## config.mk

```make
export PLATFORM = sky130hd
export DESIGN_NAME = zlema_cell
export DESIGN_NICKNAME = d
export VERILOG_FILES = /design/src/hdl/zlema_pkg.sv /design/src/hdl/zlema_cell.sv
export SDC_FILE = /design/constraint.sdc
export NUM_CORES = 1
export LEC_CHECK = 0
export BUFFER_PORTS_ARGS = -buffer_cell sky130_fd_sc_hd__buf_2
export CELL_PAD_IN_SITES_DETAIL_PLACEMENT = 1
export CELL_PAD_IN_SITES_GLOBAL_PLACEMENT = 1
export CORE_UTILIZATION = 25
export CTS_CLUSTER_SIZE = 16
export DETAILED_ROUTE_END_ITERATION = 8
export GPL_ROUTABILITY_DRIVEN = 0
export HOLD_SLACK_MARGIN = 0.05
export MAX_ROUTING_LAYER = met4
export PLACE_DENSITY_LB_ADDON = 0.2
export SLEW_MARGIN = 20
export SYNTH_ARGS = -nofsm -noshare
export SYNTH_HDL_FRONTEND = slang
export SYNTH_SLANG_ARGS = --single-unit
```

## constraint.sdc

```tcl
create_clock -name clk -period 1.39 [get_ports clk]
set_clock_uncertainty 0.2 [all_clocks]
set_input_delay 0.0695 -clock clk [delete_from_list [all_inputs] [get_ports clk]]
set_output_delay 0.0695 -clock clk [all_outputs]
set_load 0.1 [all_outputs]
```

## src/hdl/zlema_pkg.sv

```systemverilog
// ----------------------------------------------------------------------------
// zlema_pkg
// Shared widths, constants and types of the zero-lag EMA filter.
// ----------------------------------------------------------------------------
`default_nettype none

package zlema_pkg;

  localparam int unsigned SAMPLE_W = 16;
  localparam int unsigned OUT_W    = 18;
  localparam int unsigned LAG_W    = 6;
  localparam int unsigned ALPHA_W  = 16;
  localparam int unsigned APB_W    = 32;
  localparam int unsigned ADDR_W   = 3;

  // alpha after saturation: 0 .. 1.0 in Q1.15
  localparam int unsigned AEFF_W   = ALPHA_W + 1;
  localparam logic [AEFF_W-1:0] ALPHA_ONE = AEFF_W'(32768);
  localparam int unsigned FRAC_W   = 15;

  // difference, product and sum widths of the update
  localparam int unsigned DIFF_W   = OUT_W + 1;
  localparam int unsigned PROD_W   = DIFF_W + AEFF_W + 1;
  localparam int unsigned SUM_W    = 22;

  localparam logic [LAG_W-1:0]   LAG_RESET   = LAG_W'(7);
  localparam logic [ALPHA_W-1:0] ALPHA_RESET = ALPHA_W'(4096);

  // register index, taken from paddr[2]
  localparam logic REG_LAG   = 1'b0;
  localparam logic REG_ALPHA = 1'b1;

  // request held between the front stage and the output stage
  typedef struct packed {
    logic signed [OUT_W-1:0]    val;   // raw sample when warming, else 2*x[n]-x[n-lag]
    logic signed [SAMPLE_W-1:0] past;  // x[n-lag], seeds the average
    logic                       warm;
    logic                       seed;
  } stage_t;

endpackage

`default_nettype wire

```

## src/hdl/zlema_cell.sv

```systemverilog
// ----------------------------------------------------------------------------
// zlema_cell
// One delay cell: loads the new sample when it is the tap cell, else the
// neighbor's sample, so a sample leaves cell 0 as past for the request lag requests later.
// ----------------------------------------------------------------------------
`default_nettype none

module zlema_cell
  import zlema_pkg::*;
#(
  parameter int unsigned INDEX = 0
) (
  input  wire logic                       clk,
  input  wire logic                       shift,
  input  wire logic [LAG_W-1:0]           lag,
  input  wire logic signed [SAMPLE_W-1:0] sample,
  input  wire logic signed [SAMPLE_W-1:0] from_next,
  output logic signed [SAMPLE_W-1:0]      data
);

  logic tap;

  assign tap = (lag == LAG_W'(INDEX + 1));

  always_ff @(posedge clk) begin
    if (shift) begin
      data <= tap ? sample : from_next;
    end
  end

endmodule

`default_nettype wire

```

==> results of run 1 <==
==> stage by stage <==
stage                     TNS, ps  hold WS (ps)  utilization, %  instance area, µm²  setup WS [ps]
after floorplan                 0         -18.0               -                 748           1.21
after global placement      -2000           171            37.5                1050           -133
after detailed placement    -2070           173            37.5                1050           -143
after CTS                       0           246            50.0                1400           55.2
after global routing            0           273            50.0                1400           12.5
final                           0           252            50.0                1400           72.7
==> what timing repair did <==
action,in CTS,in global routing
hold buffers,33,0
hold endpoints to repair,32,0
setup buffers,0,0
==> layer usage <==
| layer | GRT usage (%) | vias to the layer above | part of all wire [%] |
|---|---|---|---|
| met2 | 31.0 | 33 | 61 |
| met1 | 12.5 | 318 | 31 |
| met3 | 4.84 | 4 | 5.9 |
| li1 | - | 322 | - |
| met5 | - | - | 0 |
| met4 | 4.64 | 0 | 2.0 |
==> tightest hold or removal path, cell delays in order <==
cell	delay (ps)
buf_2	70
nor2_1	50
nand2_4	220
mux2_4	200
==> power by group through the flow <==
stage	Sequential (µW)	Clock, µW	Combinational [µW]
after detailed placement	596	0	424
after floorplan	878	0	40.4
after CTS	585	238	495
after global routing	588	259	517
after global placement	595	0	422
final	583	226	499
==> logic make-up (layout without fill, tap and decap cells) <==
family,after synthesis,after routing,share of synthesized area [%]
buffers and inverters,1,91,1.50
flip-flops,16,16,64.2
multiplexers,16,16,29.1
AND/OR/NAND/NOR,3,3,5.18
==> cells in the final DEF, fill, tap and decap left out, drive strengths merged <==
cell         count
buf             55
clkbuf           3
dlygate4sd3     33
edfxtp          16
mux2            16
nand2            1
nor2             1
nor4b            1
==> layout make-up <==
cell class / instances / area, µm² / area share (%)
clock buffer: 3 / 22.5 / 1.60
sequential: 16 / 480 / 34.2
tap: 31 / 38.8 / 2.76
multi-input combinational: 19 / 256 / 18.3
timing repair buffer: 88 / 606 / 43.1
==> worst paths after layout <==
check	to	slack, ps	depth (start not counted)
max	data[13]	70	1
min	data[1]	250	4
==> run summary, run 1 <==
TritonCTS built the clock tree. The library cell used as clock root buffer was clkbuf_4. Setup violations remaining at the end of the flow were counted as 0. The filler cells instantiated in the layout total 313. In this run the cell area of the synthesized design comes to 748 µm². Setup repair after global routing left no endpoint under its margin. Global routing finished with a remaining overflow of 0. The synthesized instance count was 36; the number of CTS-inserted buffers was 3. The DRC violations left came out at 8. The number of distinct library cell variants in the gate-level netlist after synthesis came out at 7. Row generation in the floorplan step produced 19 rows.

Max-cap violations in this run came to 0. The overall via count from detail_route was 677. The I/O pin total was 56. The region available for standard cell placement spans 0.00281 mm².

For the via count of the first global-routing pass, the log shows 775. The register with the most flip-flops in the layout has 16 of them. Total power for the finished layout comes to 1310 µW.

The logs give 121 for the cell total after placement and 38.1% for the portion of total power attributed to combinational logic. Net switching is 36.6% of the power. In this design, the stage delay of the slowest critical-path cell is 430 ps. The actual slew at the worst max-slew pin was 489 ps; the die outline height was 56.7 µm.

The switching power of the nets is 479 µW, and the number of antenna repair diodes is 0. First-pass GRT wire length: 3390 µm. The required time of the worst setup path is 1120 ps, and the width of the die is 56.7 µm.

After clock tree synthesis, the clock-pin slew on the worst setup and hold paths is 80 ps. In this run the power density over the cells is 932 mW/mm². Dividing the final minimum period by the clock period gives 94.8%. The count of instances resized after the clock tree is built came out at 0. The class of the tightest hold or removal check is input pin to flop.

The tools report the H-tree level count as 1. The fraction of registers with async set or reset after synthesis works out to 0%. The tools report the wire length reported by the detailed router as 2120 µm.

In this run the most critical hold path is launched from lag[4]. No sink is reached through more buffers than the 2 on the longest clock path. Traced cell by cell, the critical path runs through buf_2. The largest area contributor in the synthesized netlist was edfxtp_1. Average detailed-routed wire length per instance: 13.5 µm. Cell-internal power: 830 µW.

For this design, the slowest cell found on the critical path is buf_2. Once the floorplan was initialized, standard cells occupied 26.7% of the core. The run gives 0 as the number of endpoints with negative hold slack in the final report. STA classifies the critical path endpoint as a primary output. The number of port buffers is 55, and the post-synthesis to final-layout area growth is 87.6%. The mean instance size in the synthesized netlist came out at 20.8 µm².

The tools report the data arrival time at the worst-slack endpoint as 1050 ps. The launching element type of the critical path was a flop. Once layout is complete, the cells apart from fillers number 157. The floorplan step defined a die boundary enclosing 0.00322 mm². The type of the setup path with the least slack was flop to primary output. By area the synthesized netlist is led by edfxtp_1 (64%), mux2_4 (20%), mux2_2 (9.0%). The maximum fanout along the worst path was 1; the static power due to leakage was 0.000668 µW. The run gives 759 MHz as the fmax. The first-pass iteration count of the detailed router is 5. Register with the most flip-flops: data. Sequential cells account for 44.6% of the total power. After detailed routing, the number of vias per cell comes to 4.31. The synthesized flop and latch total is 16, and the tightest slew margin relative to the limit is 67.6%. After synthesis, the largest area contributor takes up 64.2% of total cell area. In this run the worst setup path begins at data[13]. The count of buffer and inverter cells on the critical path is 1, and the number of synthesized flops with an enable pin is 16.

The final reports fail on design-rule violations. In the final layout, the registers with the most flip-flops are data (16). The tools report the total routing usage reported by global routing as 15.2%.

The initial antenna violation count came out at 0. The number of pins with negative max-slew slack in the final report was 0; the net total in the final layout was 168. For this block, the initial DRC count from the detailed router was 14. Sorting the synthesized cells by how often they occur yields edfxtp_1 (16), mux2_4 (10), mux2_2 (6). The tools report the portion of the post-synthesis area used by sequential elements as 64.2%. The flow ran to the end, but the final reports show violations. The clock network is responsible for 17.3% of the overall power. Most frequently used flop master after synthesis: edfxtp_1.

Among all cell types in the netlist, the one instantiated most often is edfxtp_1. The worst-case IR drop observed on VDD is 0.000439 V. Entering global routing, the biggest net connects 17 pins.

The Yosys step of the flow raised 0 warnings. The net count after synthesis came out at 76. After layout, the minimum clock period comes to 1320 ps.

The share of layout cells above drive strength 1 was 60.3%; the number of nets still failing antenna checks after routing was 0. In this design, the largest share of critical-path delay is due to buffers and inverters. The clock net in this run drives a total of 16 sinks.
(Power assumes the default switching activity.)
==> run 2, diff against run 1 <==
--- a/config.mk
+++ b/config.mk
@@ -5,12 +5,12 @@
 export SDC_FILE = /design/constraint.sdc
 export NUM_CORES = 1
 export LEC_CHECK = 0
-export BUFFER_PORTS_ARGS = -buffer_cell sky130_fd_sc_hd__buf_2
 export CELL_PAD_IN_SITES_DETAIL_PLACEMENT = 1
 export CELL_PAD_IN_SITES_GLOBAL_PLACEMENT = 1
 export CORE_UTILIZATION = 25
 export CTS_CLUSTER_SIZE = 16
 export DETAILED_ROUTE_END_ITERATION = 8
+export DONT_BUFFER_PORTS = 1
 export GPL_ROUTABILITY_DRIVEN = 0
 export HOLD_SLACK_MARGIN = 0.05
 export MAX_ROUTING_LAYER = met4
==> run 2 against run 1 <==
  * The flow still finishes with violations (design-rule violations)
  * Setup slack gained 150 ps
  * Largest cell class is now flip-flops and latches
  * Critical path depth stayed put
  * Via count is 23% lower
  * Sequential share of layout area increased by 4.2 points
  * Count of clock-buffer cells in the layout unchanged
  * Final cell count decreased by 25%
  * Final area down 11%
  * Worst hold slack lost 100 ps
  * Global-route usage shrank 2.8 points
  * Fmax up 12%
  * Clock power hardly changed
  * Routed wire length down 15%
==> run summary, run 2 (synthesis gave the netlist of run 1 again) <==
The share of the clock period used by the worst path after layout is 84.3%. Compared with the post-synthesis result, the final layout area differs by 67.2%. The maximum fanout along the worst path is 1, and the I/O pin total is 56.

The count of cells along the worst hold path works out to 3. Cell internal power was estimated by the tool at 816 µW. The library cell contributing the largest single delay on the critical path is edfxtp_1.

The net count of the finished layout is 129. In the final routed layout, each cell accounts on average for 15.3 µm. The number of flip-flops under the largest register name was 16.

Clock-pin slew reported for the worst setup and hold paths after clock tree synthesis: 80 ps. The family with the most delay on the worst path is flip-flops. The DRC violations left was 8; the area of all placed cells without fillers was 0.00125 mm². The source of the critical timing path is data[12]. For the number of endpoints with negative hold slack in the final report, the log shows 0.

The type of the setup path with the least slack was flop to primary output. Most common cell after layout, fill and taps aside: dlygate4sd3_1. The switching part of the total was 36.3%; the initial core utilization was 26.7%. The post-route netlist has 42.5% of its cells at a drive strength greater than 1. The initial antenna violation count was 0. In this run, the combinational gates consume 36.6% of the power. The signal on the critical path passes through buf_4. The total setup violations reported at the end of the flow is 0, and the required time of the worst setup path is 1120 ps.

The tools report the setup slack after placement as -32.6 ps. The critical path ends at data[12]. The clock passes through at most 2 buffers. The number of placement rows is 19. The checks that failed: design-rule violations. The post-detailed-route via-to-cell ratio was 4.39. On the worst path, the slowest cell contributes a delay of 340 ps. The library cell used as clock root buffer is clkbuf_4.

The floorplan step set the die width to 56.7 µm. The logs give 2770 µm for the first-pass GRT wire length and 896 µm² for the standard cell area after detailed placement. The register with the most flip-flops is data.

For the number of filler instances in the final layout, the log shows 310. The detailed router finished its first iteration with 13 violations. For the H-tree level count, the log shows 1. Tightest slew margin relative to the limit: 51.5%.

The final critical-path required period is 1170 ps, and the wire length reported by the detailed router is 1810 µm. Measured along the y axis, the die boundary spans 56.7 µm. In the final layout, the registers with the most flip-flops are data (16).

The run gives 0 as the number of nets still failing antenna checks after routing. After layout, the worst setup slack is 218 ps. For the worst setup path, the data arrival time is 900 ps. Total routing usage reported by global routing: 12.4%.

The launching element type of the critical path is a flop. The fmax was 853 MHz; the fraction of power consumed by the clock network was 17.8%. The logs give 0 for the number of pins with negative max-slew slack in the final report and 0.00281 mm² for the area of the placeable core. Switching power of the nets: 465 µW. The overall via count from detail_route came out at 518. The count of buffer and inverter cells on the critical path was 1; the number of port buffers was 0. The tools report the power consumption as 1280 µW. TritonCTS built the clock tree. The first detailed-routing pass took 5 iterations. The run finished, with violations left. The clock drives 16 sinks.

The overall die area was 0.00322 mm²; the total power per unit cell area was 1020 mW/mm². The logs give 0.000401 V for the worst supply voltage drop on vdd and 0 for the number of maximum-capacitance violations. In the final layout, the multi-input gates occupy 256 µm². The repair_antennas step left the layout with diodes totalling 0.

The top cell types in the final layout, fill and taps aside, are dlygate4sd3_1 (32), edfxtp_1 (16), buf_4 (16), mux2_4 (10), mux2_2 (6). The class of the tightest hold or removal check was input pin to flop. The static power due to leakage is 0.000538 µW, and the final global-route overflow total is 0. Setup repair after global routing left no endpoint under its margin. Across the whole layout, storage elements account for 480 µm².

STA classifies the critical path endpoint as a primary output. The part of the total power dissipated in sequential elements is 45.6%, and the number of stages on the worst setup path is 1. Counting the buffers created by CTS gives 3.

The via count of the first global-routing pass is 609, and the pin count of the biggest net entering global routing is 17. For the pin with the worst max-slew slack, the measured transition is 727 ps.
## run 2: cell types whose count changed in the layout (fill, tap and decap cells not counted), sizes merged
cell,delta
buf,-39
dlygate4sd3,-1
dlymetal6s4s,+1
## run 2: routing by layer
metal,GRT usage [%],vias up,part of all wire (%)
met4,4.29,0,0
met5,-,-,0
met2,26.2,25,64
met3,2.53,0,6.3
li1,-,243,-
met1,10.2,250,29
## run 2: power groups by stage
stage / Combinational [µW] / Clock (µW) / Sequential [µW]
floorplan: 40.4 / 0 / 878
global placement: 385 / 0 / 594
detailed placement: 385 / 0 / 598
CTS: 467 / 244 / 586
global route: 481 / 263 / 590
finish: 469 / 228 / 585
## run 2: worst min path at each step
stage | start | slack, ps | endpoint
floorplan | shift | -20 | data[0]
global placement | shift | -20 | data[2]
detailed placement | shift | -20 | data[8]
CTS | lag[1] | 140 | data[6]
global route | lag[1] | 150 | data[10]
finish | lag[1] | 150 | data[0]
## run 2: timing repair
item	4_1_cts	5_1_grt
hold buffers	33	0
setup buffers	0	0
endpoints found under the setup margin	0	16
endpoints found under the hold margin	32	0
gates resized for setup	0	1
## run 2: final cells by class
cell class | count | area share, %
flip-flops and latches | 16 | 38.4
well taps | 31 | 3.10
multi-input cells | 19 | 20.5
clock buffers | 3 | 1.80
repair buffers | 49 | 36.2
## run 2: metrics by stage
step           setup TNS, ps  util (%)  hold slack, ps  cells
5_1_grt                    0      44.6             155    118
2_1_floorplan              0         -           -18.0     36
3_5_place_dp            -305      31.9           -16.2     82
6_report                   0      44.6             152    118
3_3_place_gp           -8.58      31.9           -16.2     82
4_1_cts                    0      44.5             140    118
==> run 3, diff against run 2 <==
--- a/config.mk
+++ b/config.mk
@@ -5,6 +5,7 @@
 export SDC_FILE = /design/constraint.sdc
 export NUM_CORES = 1
 export LEC_CHECK = 0
+export ABC_AREA = 1
 export CELL_PAD_IN_SITES_DETAIL_PLACEMENT = 1
 export CELL_PAD_IN_SITES_GLOBAL_PLACEMENT = 1
 export CORE_UTILIZATION = 25
==> constraint.sdc (replaced) <==
create_clock -name clk -period 1.2 [get_ports clk]
set_clock_uncertainty 0.2 [all_clocks]
set_input_delay 0.06 -clock clk [delete_from_list [all_inputs] [get_ports clk]]
set_output_delay 0.06 -clock clk [all_outputs]
set_load 0.1 [all_outputs]
==> run 3 against run 2 <==
  * Highest routed layer is now met4
  * Worst hold slack lost 480 ps
  * Total power rose by 31%
  * Critical endpoint is now data[10]
  * Sequential share of layout area fell by 6.5 points
  * The flow finishes with violations (negative hold slack)
==> run summary, run 3 <==
For the portion of the post-synthesis area used by sequential elements, the log shows 60.9%. Derived from the worst setup path, the maximum achievable clock frequency is 839 MHz. The number of endpoints with negative hold slack in the final report was 32; the count of cells along the worst hold path was 0. The cts-stage hold buffer count came out at 32.

Summing the areas of all compound-gate instances in the mapped netlist gives 0% of the synthesized area. Once detail routing completed, the nets flagged for antenna violations numbered 0. The part of the total power dissipated in sequential elements came out at 41.9%. Entering global routing, the biggest net connects 17 pins. For this configuration, the core starts out at a cell density of 26.1%.

In this run, CTS created clock tree buffers numbering 3. After Yosys synthesis, and, or, nand and nor cells account for 34.4% of the synthesized area. The share of total power dissipated in combinational logic is 40.0%. The first routing iteration left 20 violations.

The switching power of the nets came out at 631 µW. The library cells used most frequently in the layout, excluding fill and tap cells, are nand2_1 (32), dlygate4sd3_1 (32), nand4_1 (16), edfxtp_1 (16), buf_12 (16). After detailed routing, the number of remaining DRC violations is 0. Clock tree synthesis found a total of 16 sinks.

For this design the static power due to leakage is 0.000621 µW. TritonCTS built the clock tree. The synthesized netlist occupies a cell area of 790 µm². The post-synthesis to final-layout area growth is 91.0%. The H-tree level count was 1; the total power per unit cell area was 1120 mW/mm². The overall die area came out at 0.00339 mm². The count of buffer and inverter cells on the critical path came out at 1. Once placement completed, the tool counted placed cells totaling 133.

For the data arrival time at the worst-slack endpoint, the log shows 930 ps. The first-pass iteration count of the detailed router was 2. Of the total power, the clock network draws 18.1%. The number of port buffers is 0, and the width of the die is 58.2 µm. Measured along the y axis, the die boundary spans 58.2 µm.

The overall via count from detail_route was 778; the share of layout cells above drive strength 1 was 22.4%. The portion of synthesized area spent on multiplexers is 0%. Max-cap violations in this run came to 0. The path with the worst hold slack has its endpoint at data[1]. Registers take 480 µm². The maximum fanout along the worst path is 1. The critical path is of the flop to primary output type. Yosys mapped the design onto 8 distinct sky130hd cell types.

For this run the aggregate overflow at the end of global routing stands at 0. The average detailed-routed wire length per instance is 15.3 µm. In this design, the stage delay of the slowest critical-path cell is 440 ps.

The area of the placeable core was 0.00303 mm². For the number of warnings reported in the yosys synthesis log, the log shows 0. The share of the clock period used by the worst path after layout works out to 99.3%. The start point of the worst min-delay path was shift.

Total power for the finished layout comes to 1680 µW. The number of filler instances in the final layout is 324, and the sum of net half-perimeters after detailed placement is 1570 µm. The I/O pin total is 56.

In the final layout, the multi-input gates occupy 272 µm². The family with the most delay on the worst path was flip-flops. Data on the critical path is required at its endpoint by 940 ps. Clock-pin slew was measured on the worst setup and hold paths at 110 ps. The leading cell type by number of instances after synthesis is nand2_1. The final critical-path required period was 1190 ps.

The tools report the worst hold-check slack as -332 ps. Synthesized instance count: 73. The number of nets handed over by synthesis was 113. Largest area contributor in the synthesized netlist: edfxtp_1. The tree is rooted in a clkbuf_4. Via count of the first global-routing pass: 862. Synthesized flop and latch total: 16. Setup violations remaining at the end of the flow were counted as 0.

For this block, the routed nets add up to 2580 µm of wire. Xor and xnor fraction of the mapped netlist area: 0%. By area the synthesized netlist is led by edfxtp_1 (61%), nand2_1 (15%), nand4_1 (13%). Averaged over all synthesized cells, the footprint is 10.8 µm².

The flow ran to the end, but the final reports show violations. Using the TritonRoute via totals, the vias-per-cell ratio works out to 4.60. The launching element type of the critical path is a flop.

The number of antenna repair diodes is 0, and the initial antenna violation count is 0. The total routing usage reported by global routing came out at 17.4%. The critical path goes through buf_12. The worst setup path is captured at a primary output. The cell-internal power came out at 1050 µW. The finished layout holds 169 standard cells, fillers aside.

The largest registers in the layout are data (16). The min-delay analysis places its worst path in the category input pin to flop. The worst supply voltage drop on vdd was 0.000479 V; the switching part of the total was 37.5%. Counting along the longest clock path gives a buffer depth of 2. The first global-routing pass estimated 4120 µm of wire. The checks that failed: negative hold slack. Setup repair after global routing could not meet its margin everywhere.

Of the post-synthesis cell area, the dominant cell type holds 60.9%. The tightest slew margin relative to the limit was 86.2%. The most used flip-flop cell after synthesis is edfxtp_1. For this run, the post-layout net count is 166.

The number of synthesized flops with an enable pin is 16. In this run the core area contains 20 standard-cell rows. For the pin with the worst max-slew slack, the measured transition is 207 ps. Register with the most flip-flops: data. After synthesis, the largest family of logic cells by area is simple AND/OR/NAND/NOR gates.

Library cell contributing the largest single delay on the critical path: edfxtp_1. Counting instances in the post-synthesis netlist gives the leading cell types as nand2_1 (32), edfxtp_1 (16), nand4_1 (16). Counting flops with an async set or reset pin after synthesis yields a share of 0%. The register with the most flip-flops in the layout has 16 of them. The number of pins with negative max-slew slack in the final report came out at 0.

The synthesized-area fraction occupied by adder cells was 0%.
## run 3: layout make-up
| type | instances | area share (%) |
|---|---|---|
| multi-input cells | 52 | 18.0 |
| clock buffers | 3 | 1.49 |
| inverters | 1 | 0.249 |
| repair buffers | 52 | 44.5 |
| flip-flops and latches | 16 | 31.9 |
| clock inverters | 1 | 0.249 |
| well taps | 44 | 3.65 |
## run 3: worst max path at each step
stage,slack [ps],from,to,depth (start not counted)
4_1_cts,-6,data[10],data[10],1
3_5_place_dp,160,lag[0],data[10],5
5_1_grt,-30,data[10],data[10],1
3_3_place_gp,200,lag[0],data[11],5
2_1_floorplan,40,data[0],data[0],0
6_report,9,data[10],data[10],1
## run 3: through the flow
stage	hold WS [ps]	utilization [%]	setup WS [ps]	TNS (ps)	cell area, µm²
floorplan	-27.5	-	36.0	0	790
global placement	-25.5	38.3	201	0	1160
detailed placement	-25.8	38.3	161	0	1160
CTS	-344	49.8	-5.75	-5.75	1510
global route	-360	49.8	-31.3	-240	1510
finish	-332	49.8	8.51	0	1510
## run 3: cell families after synthesis
logic type | count (synthesis)
buffers and inverters | 5
DFF | 16
and+or+nand+nor | 52
## run 3: power by group through the flow
stage               registers, µW  logic, µW  clock network, µW
finish                        707        674                304
CTS                           708        673                323
detailed placement            720        587                  0
global placement              718        582                  0
floorplan                    1020       61.7                  0
global route                  711        696                348
## run 3: per-layer routing
layer	share of wire, %	track usage [%]	vias up
met5	0	-	-
met4	1.0	5.10	0
met3	5.5	4.69	2
met2	56	31.0	39
met1	37	18.7	369
li1	-	-	368
## run 3: timing repair
item | CTS | global route
endpoints found under the setup margin | 1 | 15
hold endpoints to repair | 32 | 32
gates resized for setup | 0 | 0
buffers inserted | 0 | 0
